**src/rtl/core/sm3_hash_core_defines.svh**
```systemverilog
`ifndef SM3_HASH_CORE_DEFINES_SVH
`define SM3_HASH_CORE_DEFINES_SVH

// Property checked on every edge, reset included.
`define SM3_ASSERT_ALWAYS(label, prop, msg) \
    label: assert property (@(posedge i_clk) prop) else $error(msg);

// Property checked only outside reset.
`define SM3_ASSERT(label, prop, msg) \
    label: assert property (@(posedge i_clk) disable iff (!i_rst_n) prop) else $error(msg);

`endif

```
**src/rtl/core/sm3_pkg.sv**
```systemverilog
package sm3_pkg;

    localparam logic [31:0] SM3_T_LOW  = 32'h79cc4519;
    localparam logic [31:0] SM3_T_HIGH = 32'h7a879d8a;
    // round 16 uses the high constant rotated left by 16
    localparam logic [31:0] SM3_T_HIGH_R16 = {SM3_T_HIGH[15:0], SM3_T_HIGH[31:16]};

    localparam logic [31:0] SM3_IV [8] = '{
        32'h7380166f, 32'h4914b2b9, 32'h172442d7, 32'hda8a0600,
        32'ha96f30bc, 32'h163138aa, 32'he38dee4d, 32'hb0fb0e4e
    };

    localparam int SM3_ROUNDS = 64;

    // commands from the controller to the datapath
    typedef struct packed {
        logic       shift_in;   // take a message word into the schedule window
        logic       load_iv;    // reload the chaining value with the initial value
        logic       start;      // load working variables, arm the round constant
        logic       round;      // run one compression round
        logic       round_hi;   // rounds 16..63 use majority and choose
        logic       t_switch;   // swap in the high round constant after round 15
        logic       finish;     // fold working variables into the chaining value
        logic [2:0] out_idx;    // digest word on the output
    } t_cmd;

    function automatic logic [31:0] rotl(input logic [31:0] x, input int n);
        rotl = (x << n) | (x >> (32 - n));
    endfunction

    function automatic logic [31:0] perm0(input logic [31:0] x);
        perm0 = x ^ rotl(x, 9) ^ rotl(x, 17);
    endfunction

    function automatic logic [31:0] perm1(input logic [31:0] x);
        perm1 = x ^ rotl(x, 15) ^ rotl(x, 23);
    endfunction

endpackage

```
**src/rtl/core/sm3_ctrl.sv**
```systemverilog
`include "sm3_hash_core_defines.svh"

module sm3_ctrl (
    input  logic          i_clk,
    input  logic          i_rst_n,
    input  logic          i_in_valid,
    input  logic          i_first_word,
    input  logic          i_final_word,
    output logic          o_in_ready,
    output logic          o_out_valid,
    input  logic          i_out_ready,
    output logic          o_digest_last,
    output sm3_pkg::t_cmd o_cmd
);
    import sm3_pkg::*;

    localparam logic [1:0] S_IDLE   = 2'd0;
    localparam logic [1:0] S_ROUND  = 2'd1;
    localparam logic [1:0] S_FINISH = 2'd2;
    localparam logic [1:0] S_OUT    = 2'd3;

    localparam logic [5:0] LAST_ROUND = 6'(SM3_ROUNDS - 1);

    logic [1:0] r_state, n_state;
    logic [3:0] r_pos, n_pos;
    logic [5:0] r_round, n_round;
    logic [2:0] r_out_idx, n_out_idx;
    logic       r_final, n_final;

    logic       accept;
    logic [3:0] pos_eff;
    logic       wrap;

    assign o_in_ready    = (r_state == S_IDLE);
    assign o_out_valid   = (r_state == S_OUT);
    assign o_digest_last = (r_out_idx == 3'd7);

    assign accept  = i_in_valid && o_in_ready;
    assign pos_eff = i_first_word ? 4'd0 : r_pos;
    assign wrap    = accept && (pos_eff == 4'd15);

    always_comb begin
        n_state   = r_state;
        n_pos     = r_pos;
        n_round   = r_round;
        n_out_idx = r_out_idx;
        n_final   = r_final;
        case (r_state)
            S_IDLE: begin
                if (accept) begin
                    n_pos = pos_eff + 4'd1;
                end
                if (wrap) begin
                    n_state = S_ROUND;
                    n_round = 6'd0;
                    n_final = i_final_word;
                end
            end
            S_ROUND: begin
                n_round = r_round + 6'd1;
                if (r_round == LAST_ROUND) begin
                    n_state = S_FINISH;
                end
            end
            S_FINISH: begin
                n_out_idx = 3'd0;
                n_state   = r_final ? S_OUT : S_IDLE;
            end
            S_OUT: begin
                if (i_out_ready) begin
                    n_out_idx = r_out_idx + 3'd1;
                    if (r_out_idx == 3'd7) begin
                        n_state = S_IDLE;
                    end
                end
            end
            default: begin
                n_state = S_IDLE;
            end
        endcase
    end

    always_ff @(posedge i_clk) begin
        if (!i_rst_n) begin
            r_state   <= S_IDLE;
            r_pos     <= 4'd0;
            r_round   <= 6'd0;
            r_out_idx <= 3'd0;
            r_final   <= 1'b0;
        end else begin
            r_state   <= n_state;
            r_pos     <= n_pos;
            r_round   <= n_round;
            r_out_idx <= n_out_idx;
            r_final   <= n_final;
        end
    end

    always_comb begin
        o_cmd          = '0;
        o_cmd.shift_in = accept;
        o_cmd.load_iv  = accept && i_first_word;
        o_cmd.start    = wrap;
        o_cmd.round    = (r_state == S_ROUND);
        o_cmd.round_hi = (r_round[5:4] != 2'd0);
        o_cmd.t_switch = (r_round == 6'd15);
        o_cmd.finish   = (r_state == S_FINISH);
        o_cmd.out_idx  = r_out_idx;
    end

    `SM3_ASSERT(a_ready_excludes_out, !(o_in_ready && o_out_valid), "in ready during output")
    `SM3_ASSERT(a_block_starts_rounds, wrap |=> (r_state == S_ROUND) && (r_round == 6'd0), "block did not start rounds")
    `SM3_ASSERT(a_rounds_end, (r_state == S_ROUND) && (r_round == LAST_ROUND) |=> (r_state == S_FINISH), "rounds did not end at 64")
    `SM3_ASSERT(a_last_out_idle, o_out_valid && i_out_ready && o_digest_last |=> (r_state == S_IDLE), "output did not end after eighth word")

endmodule

```
**src/rtl/core/sm3_dp.sv**
```systemverilog
module sm3_dp (
    input  logic          i_clk,
    input  logic          i_rst_n,
    input  sm3_pkg::t_cmd i_cmd,
    input  logic [31:0]   i_message_word,
    output logic [31:0]   o_digest_word
);
    import sm3_pkg::*;

    logic [31:0] r_cv [8];
    logic [31:0] r_w  [16];     // schedule window, r_w[0] is W[j]
    logic [31:0] r_a, r_b, r_c, r_d, r_e, r_f, r_g, r_h;
    logic [31:0] r_t;           // round constant, already rotated for round j

    logic [31:0] w_new, a12, ss1, ss2, ffv, ggv, tt1, tt2;

    assign w_new = perm1(r_w[0] ^ r_w[7] ^ rotl(r_w[13], 15)) ^ rotl(r_w[3], 7) ^ r_w[10];

    always_comb begin
        a12 = rotl(r_a, 12);
        ss1 = rotl(a12 + r_e + r_t, 7);
        ss2 = ss1 ^ a12;
        if (i_cmd.round_hi) begin
            ffv = (r_a & r_b) | (r_a & r_c) | (r_b & r_c);
            ggv = (r_e & r_f) | (~r_e & r_g);
        end else begin
            ffv = r_a ^ r_b ^ r_c;
            ggv = r_e ^ r_f ^ r_g;
        end
        tt1 = ffv + r_d + ss2 + (r_w[0] ^ r_w[4]);
        tt2 = ggv + r_h + ss1 + r_w[0];
    end

    // schedule window: shift in message words, then expanded words
    always_ff @(posedge i_clk) begin
        if (i_cmd.shift_in || i_cmd.round) begin
            for (int i = 0; i < 15; i++) begin
                r_w[i] <= r_w[i+1];
            end
            r_w[15] <= i_cmd.round ? w_new : i_message_word;
        end
    end

    always_ff @(posedge i_clk) begin
        if (i_cmd.start) begin
            r_a <= r_cv[0];
            r_b <= r_cv[1];
            r_c <= r_cv[2];
            r_d <= r_cv[3];
            r_e <= r_cv[4];
            r_f <= r_cv[5];
            r_g <= r_cv[6];
            r_h <= r_cv[7];
            r_t <= SM3_T_LOW;
        end else if (i_cmd.round) begin
            r_d <= r_c;
            r_c <= rotl(r_b, 9);
            r_b <= r_a;
            r_a <= tt1;
            r_h <= r_g;
            r_g <= rotl(r_f, 19);
            r_f <= r_e;
            r_e <= perm0(tt2);
            r_t <= i_cmd.t_switch ? SM3_T_HIGH_R16 : rotl(r_t, 1);
        end
    end

    always_ff @(posedge i_clk) begin
        if (!i_rst_n || i_cmd.load_iv) begin
            for (int i = 0; i < 8; i++) begin
                r_cv[i] <= SM3_IV[i];
            end
        end else if (i_cmd.finish) begin
            r_cv[0] <= r_cv[0] ^ r_a;
            r_cv[1] <= r_cv[1] ^ r_b;
            r_cv[2] <= r_cv[2] ^ r_c;
            r_cv[3] <= r_cv[3] ^ r_d;
            r_cv[4] <= r_cv[4] ^ r_e;
            r_cv[5] <= r_cv[5] ^ r_f;
            r_cv[6] <= r_cv[6] ^ r_g;
            r_cv[7] <= r_cv[7] ^ r_h;
        end
    end

    assign o_digest_word = r_cv[i_cmd.out_idx];

endmodule

```
**src/rtl/core/sm3_hash_core.sv**
```systemverilog
// SM3 hash core (256-bit digest) for messages that software has already padded.
// Feed the message as big-endian 32-bit words on the input channel; raise
// first_word on the first word of a message to restart from the standard
// initial value (without it, hashing continues from the current chaining
// value). Every 16 accepted words form a block; the core then stops taking
// words while it runs 64 compression rounds, one round per cycle in a single
// shared round unit, and then folds the result into the chaining value. When
// the word that completes a block carried final_word, the eight digest words
// follow on the output channel, most significant first, digest_last marking
// the eighth; a final flag on a word that does not complete a block is
// ignored. No new request is taken until all eight digest words have been
// delivered.
module sm3_hash_core (
    input  logic        i_clk,
    input  logic        i_rst_n,
    // message words
    input  logic        i_in_valid,
    output logic        o_in_ready,
    input  logic [31:0] i_message_word,
    input  logic        i_first_word,
    input  logic        i_final_word,
    // digest words
    output logic        o_out_valid,
    input  logic        i_out_ready,
    output logic [31:0] o_digest_word,
    output logic        o_digest_last
);
    import sm3_pkg::*;

    // command bundle: controller sequences the block, datapath holds
    // the schedule window, working variables and chaining value
    t_cmd cmd;

    sm3_ctrl u_ctrl (
        .i_clk         (i_clk),
        .i_rst_n       (i_rst_n),
        .i_in_valid    (i_in_valid),
        .i_first_word  (i_first_word),
        .i_final_word  (i_final_word),
        .o_in_ready    (o_in_ready),
        .o_out_valid   (o_out_valid),
        .i_out_ready   (i_out_ready),
        .o_digest_last (o_digest_last),
        .o_cmd         (cmd)
    );

    sm3_dp u_dp (
        .i_clk          (i_clk),
        .i_rst_n        (i_rst_n),
        .i_cmd          (cmd),
        .i_message_word (i_message_word),
        .o_digest_word  (o_digest_word)
    );

endmodule

```
**config.mk**
```make
export PLATFORM = sky130hd
export DESIGN_NAME = sm3_hash_core
export DESIGN_NICKNAME = d
export VERILOG_FILES = /design/src/rtl/core/sm3_pkg.sv /design/src/rtl/core/sm3_ctrl.sv /design/src/rtl/core/sm3_dp.sv /design/src/rtl/core/sm3_hash_core.sv
export VERILOG_INCLUDE_DIRS = /design/src /design/src/rtl/core
export SDC_FILE = /design/constraint.sdc
export NUM_CORES = 2
export LEC_CHECK = 0
export ABC_AREA = 1
export BUFFER_PORTS_ARGS = -buffer_cell sky130_fd_sc_hd__buf_2
export CAP_MARGIN = 30
export CORE_ASPECT_RATIO = 1.1
export CORE_MARGIN = 4
export CORE_UTILIZATION = 45
export DETAILED_ROUTE_END_ITERATION = 8
export GPL_ROUTABILITY_DRIVEN = 0
export GPL_TIMING_DRIVEN = 1
export HOLD_SLACK_MARGIN = 0.02
export SLEW_MARGIN = 20
export SYNTH_ARGS = -nofsm -noshare
export SYNTH_HDL_FRONTEND = slang
export SYNTH_SLANG_ARGS = --single-unit
```
**constraint.sdc**
```tcl
create_clock -name i_clk -period 11.8 [get_ports i_clk]
set_input_delay 0 -clock i_clk [delete_from_list [all_inputs] [get_ports i_clk]]
set_output_delay 0 -clock i_clk [all_outputs]
set_load 0.005 [all_outputs]
```
==> metrics <==
Fin Setup TNS 0 ns; Cell Area, Synth 56500 sq um; worst hold endpoint u_dp.r_w[1][247]; Vias/cell 5.52; Fmax achieved 147 MHz; Worst R2R Start u_dp.r_a[21]; Setup Buffers After CTS 0; Worst Tran Pin Value 1.36 ns; Iter 0 DRT Violations 4818; placed cell count 6887; synth unique cells 58; WP data required 12.24 ns; Worst EP arrival 7.24 ns; Top FF cell, synth edfxtp_1; Net count, final 5714; Post-CTS Hold Buffers 41; Slowest-stage cell, CP fa_1; Post-synth EDFFs 1024; die area 131000 sq um; CTS Buf Count 115; Port Buf Inserts 72; DIE WIDTH 346 um; Worst setup SP type register; vias in the first global route 36962; remaining global-route overflow 0; # Max-Cap Violations 0; Initial Utilization 45.3%; synth warn 0; wire length on met1 72700 um; Core ar. 125000 sq um; CTS resizes 0; Layout Utilization 50.4%; Max-slew headroom 9.53%; Fill cells 11097; met3 wire length 14800 um; area grow syn2layout 11.3%; sequential area share after synthesis 56.3%; # clock sinks 1075; Post-Layout Cell Count 7151; hold_sp i_message_word[23]; outcome complete, no violations; CTS H-tree lvls 3; CTS clock-pin slew for the worst setup and hold paths 0.06 ns; floorplan row count 136; ranking of synthesized cells by area edfxtp_1, nand2_1, fa_1; root buffer cell clkbuf_16; Remaining DRCs 0; CTS tree built; Final Max Slew Viols 0; peak supply drop 0.000232 V; RSZ-0062 raised after global routing false; WL per Instance 24.4 um; total power 0.0164 W; DPL Wire Length 127000 um; CP Max Fanout 6; largest net degree at the start of global routing 212; P_leak 24.8 nW; clock buffer depth 3; critical path type reg -> reg; Via Count 39491; syn nets 5593; FFs w/ async S/R, synth 0%; gr usage total 26.1%; total power per unit cell area 262 nW/um^2; Mapped Avg Cell Area 10.7 sq um; Clk Latency, worst-skew pair 0.75 ns; Hold WS 0.0725 ns; final setup skew 0.0580 ns; cell taking the most area after synthesis edfxtp_1; worst hold path class in -> reg; CP dominant cell by count inv_1; Total Wirelength 174000 um; WHS Path Cells 4; crit end category register; layout cells sized above 1 7.47%; most common cell after layout, fill and taps aside nand2_1; FF-to-FF path depth 31; R2R setup slack 5.00 ns; most frequent cells in the layout nand2_1, edfxtp_1, inv_1, o21ai_0, xnor2_1; Ports 73; DRT Pass-1 Iters 7; Final ANT Viol Nets 0; final hold violation count 0; Largest stage delay, worst path 0.56 ns; first-pass GRT wire length 252000 um; initial antenna violation count 5; Cells after Synth 5271; Die H 379 um; minimum clock period 6.80 ns; post-synth top area share 54.5%; Setup-failing EPs final 0; DR top layer met5; RR Endpoint u_dp.r_e[27]; period utilization 57.6%; Yosys reg bits 1075; met2 WL post-DR 76100 um
==> synth_stat cells (4+ instances only) <==
cell type	n
nand2_1	1176
edfxtp_1	1024
inv_1	563
o21ai_0	376
xnor2_1	327
nor2_1	299
nand3_1	225
a21oi_1	209
xor2_1	198
fa_1	188
clkbuf_1	99
ha_1	96
dfxtp_1	51
buf_2	48
o21ai_1	46
or2_2	45
a31oi_1	37
o211ai_1	35
nand2_2	24
mux2i_1	22
nor3_1	21
nand4_1	19
inv_2	13
a221oi_1	11
o21bai_1	11
o21a_1	10
nand2_4	7
a211oi_1	6
a21o_1	6
nand3_2	6
nand3b_1	6
nor2_2	6
o22ai_1	6
a22oi_1	5
buf_1	5
nor2_4	4
xnor3_1	4
xor2_2	4
==> power by group <==
group	switching (W)	internal, W
Sequential	0.000114	0.00463
Combinational	0.00559	0.00258
Clock	0.00158	0.00193
==> through the flow <==
| step | instance area, sq um | setup slack, ns |
|---|---|---|
| 2_1_floorplan | 56500 | 3.83 |
| 3_3_place_gp | 58600 | 5.24 |
| 3_5_place_dp | 58700 | 5.27 |
| 4_1_cts | 62700 | 5.19 |
| 5_1_grt | 62800 | 4.71 |
| 6_report | 62800 | 5.00 |
==> worst max path at each step <==
| stage | from | slack, ns | endpoint |
|---|---|---|---|
| 3_5_place_dp | u_dp.r_a[21] | 5.27 | u_dp.r_e[27] |
| 6_report | u_dp.r_a[21] | 5.00 | u_dp.r_e[27] |
| 3_3_place_gp | u_dp.r_a[26] | 5.24 | u_dp.r_a[23] |
| 2_1_floorplan | u_ctrl.r_state[1] | 3.83 | u_dp.r_a[0] |
| 4_1_cts | u_dp.r_a[21] | 5.19 | u_dp.r_e[27] |
| 5_1_grt | u_dp.r_a[21] | 4.71 | u_dp.r_e[27] |
==> cells by family (layout without fill, tap and decap cells) <==
| logic type | after synthesis | after routing | synth area share, % |
|---|---|---|---|
| simple gates | 1849 | 1849 | 13.6 |
| flops | 1075 | 1075 | 56.3 |
| compound gates | 773 | 773 | 7.46 |
| buf+inv | 735 | 955 | 5.04 |
| xor+xnor | 533 | 533 | 8.42 |
| fa+ha+maj | 284 | 284 | 8.79 |
| mux | 22 | 22 | 0.390 |
| other cells | 0 | 4 | 0 |
==> flip-flops by register name, indices dropped and copies added (netlist names), named ones only <==
signal            cells
u_dp.r_f             32
u_dp.r_b             32
u_dp.r_g             32
u_dp.r_t             32
u_dp.r_e             32
u_ctrl.r_pos          4
u_dp.r_a             32
u_dp.r_cv           256
u_dp.r_w            512
u_ctrl.r_out_idx      3
u_ctrl.r_round        6
u_ctrl.r_final        1
u_dp.r_c             32
u_dp.r_d             32
u_dp.r_h             32
u_ctrl.r_state        2
==> metal layers <==
layer / track usage (%) / vias to the layer above
met1: 36.4 / 19480
met5: 0 / -
met3: 4.26 / 339
met2: 39.7 / 1781
met4: 13.5 / 2
li1: - / 17889
==> cell type report <==
class	count	area [sq um]	area share, %
multi-input cells	3461	21900	34.8
repair buffers	161	1250	1.99
clock buffers	136	2960	4.71
well taps	1656	2070	3.30
clock inverters	80	682	1.09
flip-flops and latches	1075	31800	50.6
diodes	4	10.0	0.0159
inverters	578	2190	3.48
==> worst max-delay path: cells and delay by family (launching register included) <==
family | cells | cell delay [ns]
AO/OA/AOI/OAI | 7 | 1.42
XOR/XNOR | 1 | 0.43
adder cells (fa/ha/maj) | 6 | 2.43
buffers and inverters | 8 | 0.77
flip-flops | 1 | 0.45
AND/OR/NAND/NOR | 9 | 0.98
Note: power is estimated with default switching activity, not from simulation.
